==> config.mk <==
export PLATFORM = sky130hd
export DESIGN_NAME = tmqe_ctrl
export DESIGN_NICKNAME = d
export VERILOG_FILES = /design/src/rtl/core/tmqe_pkg.sv /design/src/rtl/core/tmqe_ctrl.sv
export SDC_FILE = /design/constraint.sdc
export NUM_CORES = 1
export LEC_CHECK = 0
export BUFFER_PORTS_ARGS = -buffer_cell sky130_fd_sc_hd__buf_2
export CORE_AREA = 2 2 39 41
export DETAILED_ROUTE_END_ITERATION = 10
export DIE_AREA = 0 0 41 43
export GPL_TIMING_DRIVEN = 0
export PLACE_DENSITY_LB_ADDON = 0.08
export SLEW_MARGIN = 40
export SYNTH_ARGS = -nofsm -noshare
export SYNTH_HDL_FRONTEND = slang
export SYNTH_SLANG_ARGS = --single-unit
==> constraint.sdc <==
create_clock -name i_clk -period 1 [get_ports i_clk]
set_input_delay 0.1 -clock i_clk [delete_from_list [all_inputs] [get_ports i_clk]]
set_output_delay 0.1 -clock i_clk [all_outputs]
set_load 0.02 [all_outputs]
==> src/rtl/core/tmqe_pkg.sv <==
// shared types and constants of the typed message queue engine
package tmqe_pkg;

    localparam logic [2:0] ST_OK      = 3'd0;
    localparam logic [2:0] ST_INVALID = 3'd1;
    localparam logic [2:0] ST_FULL    = 3'd2;
    localparam logic [2:0] ST_NOMSG   = 3'd3;
    localparam logic [2:0] ST_TOOBIG  = 3'd4;

    localparam logic [16:0] CAPACITY_RESET = 17'd16384;
    localparam logic [16:0] CAPACITY_LIMIT = 17'd65536;

    typedef enum logic [2:0] {
        S_IDLE,
        S_EVAL,
        S_SCAN,
        S_FINISH,
        S_SHIFT
    } t_state;

    typedef struct packed {
        logic [63:0] msg_type;
        logic [13:0] length;
        logic [15:0] handle;
    } t_entry;

    typedef struct packed {
        logic load;
        logic eval;
        logic scan_step;
        logic finish;
        logic shift_step;
    } t_cmd;

    typedef struct packed {
        logic eval_done;
        logic scan_done;
        logic need_shift;
        logic shift_done;
    } t_sts;

endpackage

==> src/rtl/core/tmqe_ctrl.sv <==
// controller state machine of the typed message queue engine
module tmqe_ctrl
    import tmqe_pkg::*;
(
    input  logic i_clk,
    input  logic i_rst_n,
    input  logic start,
    input  t_sts i_sts,
    output t_cmd o_cmd,
    output logic busy
);

    t_state r_state;
    t_state n_state;

    always_ff @(posedge i_clk) begin
        if (!i_rst_n) begin
            r_state <= S_IDLE;
        end else begin
            r_state <= n_state;
        end
    end

    always_comb begin
        n_state = r_state;
        case (r_state)
            S_IDLE: begin
                if (start) n_state = S_EVAL;
            end
            S_EVAL: begin
                n_state = i_sts.eval_done ? S_IDLE : S_SCAN;
            end
            S_SCAN: begin
                if (i_sts.scan_done) n_state = S_FINISH;
            end
            S_FINISH: begin
                n_state = i_sts.need_shift ? S_SHIFT : S_IDLE;
            end
            S_SHIFT: begin
                if (i_sts.shift_done) n_state = S_IDLE;
            end
            default: n_state = S_IDLE;
        endcase
    end

    always_comb begin
        o_cmd = '0;
        busy  = 1'b1;
        case (r_state)
            S_IDLE: begin
                busy       = 1'b0;
                o_cmd.load = start;
            end
            S_EVAL:   o_cmd.eval       = 1'b1;
            S_SCAN:   o_cmd.scan_step  = 1'b1;
            S_FINISH: o_cmd.finish     = 1'b1;
            S_SHIFT:  o_cmd.shift_step = 1'b1;
            default:  busy             = 1'b1;
        endcase
    end

endmodule

# Yosys cells after proc, flatten, opt, wreduce, memory -nomap -nowiden
# Index checks and enable logic that the tools add are counted.
[classes] muxes=12 reduce_logical=2 n_eq_ne=7
[ops] op="$pmux 3 s5" count=1
[ops] op="$mux 3" count=4
[ops] op="$eq 3x2->1 const B" count=2
[ops] op="$mux 1" count=6
[ops] op="$ne 2x2->1 const B" count=3
[ops] op="$eq 3x1->1 const B" count=1
[ops] op="$eq 3x3->1 const B" count=1
[ops] op="$logic_not 3->1" count=1
[ops] op="$reduce_and 3->1" count=1
[ops] op="$mux 2" count=1
[totals] elab_cells=22 output_inout_bits=6 register_bits=3 in_bits=7

# Depth between registers and ports, before layout
# Gate-level depths: netlist of the first run.
[depth] word_depth=3 mapped_depth=3 depth_no_buf=2

# Least setup slack after synthesis of the first run
# Ideal clock, no wire load.
[synth_timing] kind="register to output" startpoint="register r_state[0]" endpoint="output o_cmd[4] (netlist bit)" required_time_ps=900 path_stages_with_launch=4 path_buffers=1 setup_slack_ps=-263 arrival_time_ps=1163 cell_sequence="dfxtp_1 -> buf_6 -> or2_1 -> nor3b_1"
[synth_rtl] element="start, declared" line_no="tmqe_ctrl.sv:13" source="t_state r_state;"
[synth_rtl] element="start signal, assigned" line_no="tmqe_ctrl.sv:20" source="r_state <= n_state;"
[synth_rtl] element="end, declared" line_no="tmqe_ctrl.sv:9" source="output t_cmd o_cmd,"

# Final worst setup path of the first run
[layout_timing] startpoint="register r_state[1]" endpoint="output busy"
[layout_via] elab_chain_cells=2
[layout_rtl] element="$logic_not 3->1" line_no="tmqe_ctrl.sv:49" source="case (r_state)"
[layout_rtl] element="$mux 1" line_no="tmqe_ctrl.sv:49"
[layout_rtl] element="end, declared" line_no="tmqe_ctrl.sv:10" source="output logic busy"
# Every way passes these cells.

==> results of run 1 <==
[repair_timing]
action                                  4_1_cts  5_1_grt
cloned                                        0        0
endpoints found under the setup margin        8        9
gates resized for setup                      18        9
buffers inserted                              5        2
pin swaps                                     5        0
hold buffers                                  0        0
[layer usage]
layer  vias to the layer above  track usage (%)  share of wire (%)
met3                         2             1.57                5.6
met5                         -                0                  0
met1                       118             10.2                 43
li1                        125                -                  -
met2                        11             12.8                 49
met4                         0             10.0                1.9
[cells by family (layout without fill, tap and decap cells)]
group | after synthesis | in the layout | synth area share, %
flip-flops | 3 | 3 | 27.4
multiplexers | 1 | 1 | 5.14
AND/OR/NAND/NOR | 14 | 14 | 48.0
buffers and inverters | 2 | 24 | 10.3
AO/OA/AOI/OAI | 2 | 2 | 9.14
[layout by cell type, fill, tap and decap left out]
master,instances
sky130_fd_sc_hd__a21oi_2,1
sky130_fd_sc_hd__and2_4,1
sky130_fd_sc_hd__and3_1,1
sky130_fd_sc_hd__and3b_2,1
sky130_fd_sc_hd__and4b_1,1
sky130_fd_sc_hd__buf_12,1
sky130_fd_sc_hd__buf_2,7
sky130_fd_sc_hd__buf_4,5
sky130_fd_sc_hd__buf_6,7
sky130_fd_sc_hd__clkbuf_1,1
sky130_fd_sc_hd__clkbuf_4,3
sky130_fd_sc_hd__dfxtp_2,1
sky130_fd_sc_hd__dfxtp_4,2
sky130_fd_sc_hd__mux2_4,1
sky130_fd_sc_hd__nand2b_1,1
sky130_fd_sc_hd__nor2_2,1
sky130_fd_sc_hd__nor3b_2,2
sky130_fd_sc_hd__nor3b_4,1
sky130_fd_sc_hd__nor4b_4,1
sky130_fd_sc_hd__o221a_1,1
sky130_fd_sc_hd__or2_4,1
sky130_fd_sc_hd__or2b_1,1
sky130_fd_sc_hd__or3_4,1
sky130_fd_sc_hd__or3b_1,1
[path summary, 6_finish.rpt]
path,from,endpoint,slack [ps]
setup / recovery,r_state[1]$_SDFFE_PN0P_,busy,-250
hold / removal,i_sts[3],r_state[1]$_SDFFE_PN0P_,120
setup reg to reg,r_state[0]$_SDFFE_PN0P_,r_state[1]$_SDFFE_PN0P_,-150
hold reg to reg,r_state[2]$_SDFFE_PN0P_,r_state[0]$_SDFFE_PN0P_,610
[final cells by class]
type,instances,area (sq um)
multi-input combinational,17,186
clock buffer,4,26.3
sequential,3,68.8
fill,151,911
tap,16,20.0
timing repair buffer,19,160
buffer,1,11.3
[synthesized netlist by cell type (all sizes together)]
cell type / number / share of area [%]
and3b: 1 / 4.6
or2: 1 / 2.9
nand2b: 1 / 2.9
nor4b: 1 / 4.0
or3: 1 / 3.4
o221a: 1 / 5.1
nor3b: 3 / 10
mux2: 1 / 5.1
and4b: 1 / 4.6
a21oi: 1 / 4.0
and3: 1 / 2.9
or3b: 1 / 4.0
nor2: 1 / 1.7
dfxtp: 3 / 27
and2: 1 / 3.4
or2b: 1 / 3.4
buf: 2 / 10
[power by group through the flow]
stage / clock network [uW] / registers (uW) / logic [uW]
3_3_place_gp: 0 / 131 / 103
4_1_cts: 227 / 131 / 145
6_report: 214 / 129 / 152
2_1_floorplan: 0 / 130 / 72.0
5_1_grt: 235 / 129 / 161
3_5_place_dp: 0 / 131 / 105
[critical path, delay by kind of cell (launching register included)]
family / cells / cell delay [ps]
AND/OR/NAND/NOR: 1 / 330
buffers and inverters: 2 / 270
flip-flops: 1 / 320
[stage by stage]
step                std cells  total power [uW]  utilization [%]
finish                     60               495             34.2
floorplan                  22               202                -
CTS                        58               503             31.0
detailed placement         50               236             22.7
global placement           50               233             22.7
global route               60               526             34.2
==> PnR_summary.wiki, run 1 <==
{| class="wikitable"
! Metric !! Value
|-
| Required @ worst endpoint || roughly 900 ps
|-
| Worst Hold Class || primary input to flop
|-
| Antenna diode count || 0
|-
| Per-cell routed wire length || around 12 um
|-
| P_sw || 134 uW
|-
| Peak clock frequency supported by timing || between 800 and 900 MHz
|-
| Number of flip-flops under the largest register name || 3
|-
| Sequential Power Share || 26.0%
|-
| Post-synth net total || 29
|-
| Area after DPL || around 310 sq um
|-
| Portion of total power attributed to combinational logic || just over 30%
|-
| Min-Delay Path Depth || 3
|-
| Final worst path period need || around 1200 ps
|-
| Critical-path maximum fanout || 7
|-
| Height of the chip || roughly 43 um
|-
| IO Pins || 13
|-
| Total count of hold-check failures in the final report || 0
|-
| Synth Cell Area || 219 sq um
|-
| Accumulated negative setup slack || -1320 ps
|-
| # nets final || 52
|-
| Fraction of layout cells with a size suffix above 1 || 84.1%
|-
| Num CTS Buffers || 3
|-
| H-tree lvl count || 1
|-
| Per-cell via count in the routed design || 4.27
|-
| Via count of the first global-routing pass || 235
|-
| Registers with the highest flip-flop counts || r_state: 3 flops
|-
| Switching Fraction || between 20% and 30%
|-
| Buffers on Ports || 12
|-
| Pre-antenna DRT Iters || 2
|-
| Hold Worst Slack || around 120 ps
|-
| Sequential-to-total area share from yosys stat || 27.4%
|-
| Unrepaired setup endpoints after global routing || true
|-
| Final Routed Wirelength || approximately 740 um
|-
| Horiz. Die Dim || 41 um
|-
| Starting density of the core || between 10% and 20%
|-
| Failing checks || setup timing
|-
| Max clock buf depth || 2
|-
| Arrival time worst endpoint || around 1200 ps
|-
| Clock share of power || between 40 and 50%
|-
| Worst Reg-to-Reg Cells || 4
|-
| Global placer's final weighted congestion || between 0.6 and 0.7
|-
| Run status || finished with violations
|-
| Wire length of the first global-routing pass || between 900 and 1000 um
|-
| Part of the cycle the worst path needs || 125%
|-
| Synth Instances || 22
|-
| Synthesized area per cell || 9.95 sq um
|-
| Critical Path Sink Type || output pin
|-
| Crit start category || flop
|-
| Max IR drop VDD || between 0.0002 and 0.0003 V
|-
| Detailed router's first-iteration violation count || 1
|-
| Via total after detailed routing || approximately 260
|-
| Delay of the slowest cell on the worst path || 330 ps
|-
| CTS clock-pin slew for the worst setup and hold paths || roughly 40 ps
|-
| Post-route worst setup slack || -249 ps
|-
| Number of standard-cell rows in the floorplan || 14
|-
| Flip-flop and latch count after synthesis || 3
|-
| Leak Pwr || 0.000220 uW
|-
| Relative slew slack || slightly below 90%
|-
| Number of distinct standard cells referenced by the synthesized netlist || 17
|-
| TritonCTS Sinks || 3
|-
| Count of yosys warnings during synthesis || 0
|-
| Number of pins with negative max-slew slack in the final report || 0
|-
| Max-cap violations || 0
|-
| Transition time at the pin with the least slew margin || 184 ps
|-
| Design Area, Final || 473 sq um
|-
| Power per unit of standard cell area || around 1000 nW/um^2
|-
| Largest net degree at the start of global routing || 10
|-
| Cells along the critical path || buf_6 -> or3_4 -> buf_6
|-
| Clock tree from TritonCTS || built
|-
| Initial antenna violation count || 0
|-
| Register with the most flip-flops || r_state
|-
| Total setup violations reported at the end of the flow || 8
|-
| CP max-delay cell || sky130_fd_sc_hd__or3_4
|-
| Area delta synth->final || 116%
|-
| Die footprint || around 1800 sq um
|-
| Type of the worst setup path || flop to output pin
|-
| Core region area || 1380 sq um
|-
| Final routed DRC violation total || 0
|-
| Setup WS pre-CTS || -120 ps
|-
| Most used cell along the critical path || sky130_fd_sc_hd__buf_6
|-
| GRT Util Overall || under 10%
|-
| Internal Pwr Total || between 300 and 400 uW
|-
| Final clock skew || 6.40 ps
|-
| Root buffer cell || sky130_fd_sc_hd__clkbuf_4
|-
| Remaining Overflow, GRT || 0
|-
| Clock latency on the worst-skew pair || roughly 230 ps
|-
| Post-route antenna net violation count || 0
|}
Power figures use the tool's default switching activity.
==> run 2, diff against run 1 <==
BUFFER_PORTS_ARGS = unset   (was -buffer_cell sky130_fd_sc_hd__buf_2)
DONT_BUFFER_PORTS = 1   (was unset)
==> run 2 against run 1 <==
  * The flow still finishes with violations (setup timing)
  * Register-to-register slack better by 70 ps
  * Sequential share of layout area up 1.8 points
  * Total power is 6.0% lower
  * Wire length is 17% lower
  * Global-route usage shrank 1.1 points
  * Sequential power is essentially flat
  * Worst hold slack worse by 69 ps
  * Combinational power shrank 15%
  * Clock skew down 4.4 ps
  * Clock-buffer cell count stayed put
  * Die area is the same
  * Sequential cell count is the same
  * Critical path type unchanged
  * Critical endpoint is now o_cmd[4]
==> PnR_summary.wiki, run 2 (synthesis gave the netlist of run 1 again) <==
{| class="wikitable"
! Metric !! Value
|-
| Post-route antenna net violation count || 0 (unchanged)
|-
| Final worst path period need || 1230 ps (-23.0 ps)
|-
| Transition time at the pin with the least slew margin || 283 ps (+98.8 ps)
|-
| Starting density of the core || 15.8% (unchanged)
|-
| Via total after detailed routing || 223 (-13%)
|-
| Initial antenna violation count || 0 (unchanged)
|-
| Pre-antenna DRT Iters || 4 (+2)
|-
| Sequential Power Share || 27.7% (+1.7 points)
|-
| Horiz. Die Dim || 41 um (unchanged)
|-
| Registers with the highest flip-flop counts || r_state: 3 flops
|-
| Power per unit of standard cell area || 1100 nW/um^2 (+5.4%)
|-
| Arrival time worst endpoint || 1130 ps (-20 ps)
|-
| GRT Util Overall || 8.02% (-1.1 points)
|-
| Max IR drop VDD || 0.000310 V (+7.7%)
|-
| Number of pins with negative max-slew slack in the final report || 0 (unchanged)
|-
| Post-DP HPWL || 373 um
|-
| Final clock skew || 2.04 ps (-4.36 ps)
|-
| Portion of total power attributed to combinational logic || 27.8% (-2.9 points)
|-
| Post-layout instance count excluding filler cells || 49 (-18%)
|-
| Hold Worst Slack || 50.5 ps (-69.0 ps)
|-
| Global placer's final weighted congestion || 0.720 (+4.9%)
|-
| Largest net degree at the start of global routing || 10 (unchanged)
|-
| Worst reg2reg endpoint || r_state[2]$_SDFFE_PN0P_
|-
| Max clock buf depth || 2 (unchanged)
|-
| Startpoint of the lowest-slack register-to-register path || r_state[2]$_SDFFE_PN0P_
|-
| Fraction of layout cells with a size suffix above 1 || 78.8% (-5.3 points)
|-
| H-tree lvl count || 1 (unchanged)
|-
| Run status || finished with violations
|-
| Part of the cycle the worst path needs || 123% (-2.3 points)
|-
| Final routed DRC violation total || 0 (unchanged)
|-
| Internal Pwr Total || 345 uW (-4.3%)
|-
| CTS clock-pin slew for the worst setup and hold paths || 30 ps (about the same)
|-
| Area delta synth->final || 92.6%
|-
| Total instance count after detailed placement || 38 (-24%)
|-
| Number of flip-flops under the largest register name || 3 (unchanged)
|-
| Crit start category || flop
|-
| Critical Path Sink Type || output pin
|-
| Via count of the first global-routing pass || 223 (-5.1%)
|-
| Switching Fraction || 25.8% (-1.4 points)
|-
| Final Routed Wirelength || 612 um (-17%)
|-
| TritonCTS Sinks || 3 (unchanged)
|-
| Clock share of power || 44.5% (+1.2 points)
|-
| Leak Pwr || 0.000167 uW (-24%)
|-
| Num CTS Buffers || 3 (unchanged)
|-
| Per-cell via count in the routed design || 4.55 (+6.7%)
|-
| Min-Delay Path Depth || 2 (-1)
|-
| Clock latency on the worst-skew pair || 230 ps (about the same)
|-
| Detailed router's first-iteration violation count || 4 (+3)
|-
| Wire length of the first global-routing pass || 883 um (-9.8%)
|-
| Final Util || 30.5% (-3.7 points)
|-
| IO Pins || 13 (unchanged)
|-
| Required @ worst endpoint || 900 ps (about the same)
|-
| Antenna diode count || 0 (unchanged)
|-
| Worst Hold Class || primary input to flop
|-
| Total setup violations reported at the end of the flow || 8 (unchanged)
|-
| P_sw || 120 uW (-11%)
|-
| Height of the chip || 43 um (unchanged)
|-
| Number of standard-cell rows in the floorplan || 14 (unchanged)
|-
| Total count of hold-check failures in the final report || 0 (unchanged)
|-
| Core region area || 1380 sq um (unchanged)
|-
| Worst Reg-to-Reg Cells || 3 (-1)
|-
| Unrepaired setup endpoints after global routing || true
|-
| Remaining Overflow, GRT || 0 (unchanged)
|-
| Register with the most flip-flops || r_state
|-
| Post-route worst setup slack || -226 ps (+23.0 ps)
|-
| Type of the worst setup path || flop to output pin
|-
| Clock tree from TritonCTS || built
|-
| R2r setup slk || -80 ps (+70 ps)
|-
| Max-cap violations || 0 (unchanged)
|-
| # nets final || 41 (-21%)
|-
| Design Area, Final || 422 sq um (-11%)
|-
| Per-cell routed wire length || 12.5 um (+2.0%)
|-
| Worst hold path endpoint || r_state[1]$_SDFFE_PN0P_
|-
| Hold path start || i_sts[3]
|-
| Die footprint || 1760 sq um (unchanged)
|-
| Buffers on Ports || 0 (-12)
|-
| Peak clock frequency supported by timing || 816 MHz (+1.9%)
|-
| Commonest cells after routing, fill and taps aside || 3 x sky130_fd_sc_hd__buf_6, 3 x sky130_fd_sc_hd__nor3b_4, 3 x sky130_fd_sc_hd__clkbuf_4, 3 x sky130_fd_sc_hd__buf_4
|-
| Area after DPL || 254 sq um (-19%)
|-
| Failing checks || setup timing
|-
| Root buffer cell || sky130_fd_sc_hd__clkbuf_4
|-
| Critical-path maximum fanout || 2 (-5)
|-
| Relative slew slack || 81.1% (-6.6 points)
|}
## run 2: cell types whose count changed in the layout (fill, tap and decap cells not counted)
cell / before / now
sky130_fd_sc_hd__and3_1: 1 / 0
sky130_fd_sc_hd__and3_4: 0 / 1
sky130_fd_sc_hd__buf_12: 1 / 2
sky130_fd_sc_hd__buf_2: 7 / 0
sky130_fd_sc_hd__buf_4: 5 / 3
sky130_fd_sc_hd__buf_6: 7 / 3
sky130_fd_sc_hd__dlygate4sd3_1: 0 / 1
sky130_fd_sc_hd__nor2_2: 1 / 0
sky130_fd_sc_hd__nor2_4: 0 / 1
sky130_fd_sc_hd__nor3b_2: 2 / 0
sky130_fd_sc_hd__nor3b_4: 1 / 3
sky130_fd_sc_hd__nor4b_2: 0 / 1
sky130_fd_sc_hd__nor4b_4: 1 / 0
## run 2: worst max path at each step
stage / startpoint / endpoint
2_1_floorplan: r_state[1]$_SDFFE_PN0P_ / o_cmd[0]
3_3_place_gp: r_state[2]$_SDFFE_PN0P_ / o_cmd[0]
3_5_place_dp: r_state[2]$_SDFFE_PN0P_ / o_cmd[0]
4_1_cts: r_state[0]$_SDFFE_PN0P_ / o_cmd[4]
5_1_grt: r_state[2]$_SDFFE_PN0P_ / o_cmd[4]
6_report: r_state[2]$_SDFFE_PN0P_ / o_cmd[4]
## run 2: power groups by stage
stage | clock [uW] | sequential, uW | combinational (uW)
floorplan | 0 | 130 | 72.0
detailed placement | 0 | 131 | 80.0
finish | 207 | 129 | 129
global route | 220 | 129 | 138
CTS | 221 | 131 | 114
global placement | 0 | 131 | 80.0
## run 2: cell type report
cell class              count  area (sq um)
well taps                  16          20.0
clock buffers               4          26.3
fillers                   147           962
flip-flops and latches      3          68.8
plain buffers               1          11.3
multi-input cells          17           200
repair buffers              8          95.1
## run 2: stage by stage
| step | TNS (ps) | setup slack (ps) | total power [uW] |
|---|---|---|---|
| 6_report | -975 | -226 | 465 |
| 5_1_grt | -1200 | -262 | 487 |
| 4_1_cts | -1140 | -237 | 467 |
| 3_5_place_dp | -366 | -133 | 211 |
| 3_3_place_gp | -387 | -142 | 211 |
| 2_1_floorplan | -161 | -53.7 | 202 |
## run 2: what timing repair did
action / in CTS / in global routing
endpoints found under the setup margin: 8 / 9
resized for setup: 11 / 6
buffers inserted: 4 / 2
hold buffers: 1 / 0
cloned: 1 / 0
hold endpoints to repair: 2 / 0
pin swaps: 8 / 5
## run 2: worst max-delay path, stage by stage, from the launching register on
cell                      delay [ps]
sky130_fd_sc_hd__dfxtp_4         340
sky130_fd_sc_hd__or2_4           260
sky130_fd_sc_hd__nor3b_4         300
## run 2: layer usage
layer,vias up,wire (um),track usage (%),part of all wire [%]
li1,103,-,-,-
met1,108,250,9.29,41
met2,12,306,10.9,50
met3,0,54,2.09,8.8
met4,0,0,8.00,0
met5,-,0,0,0
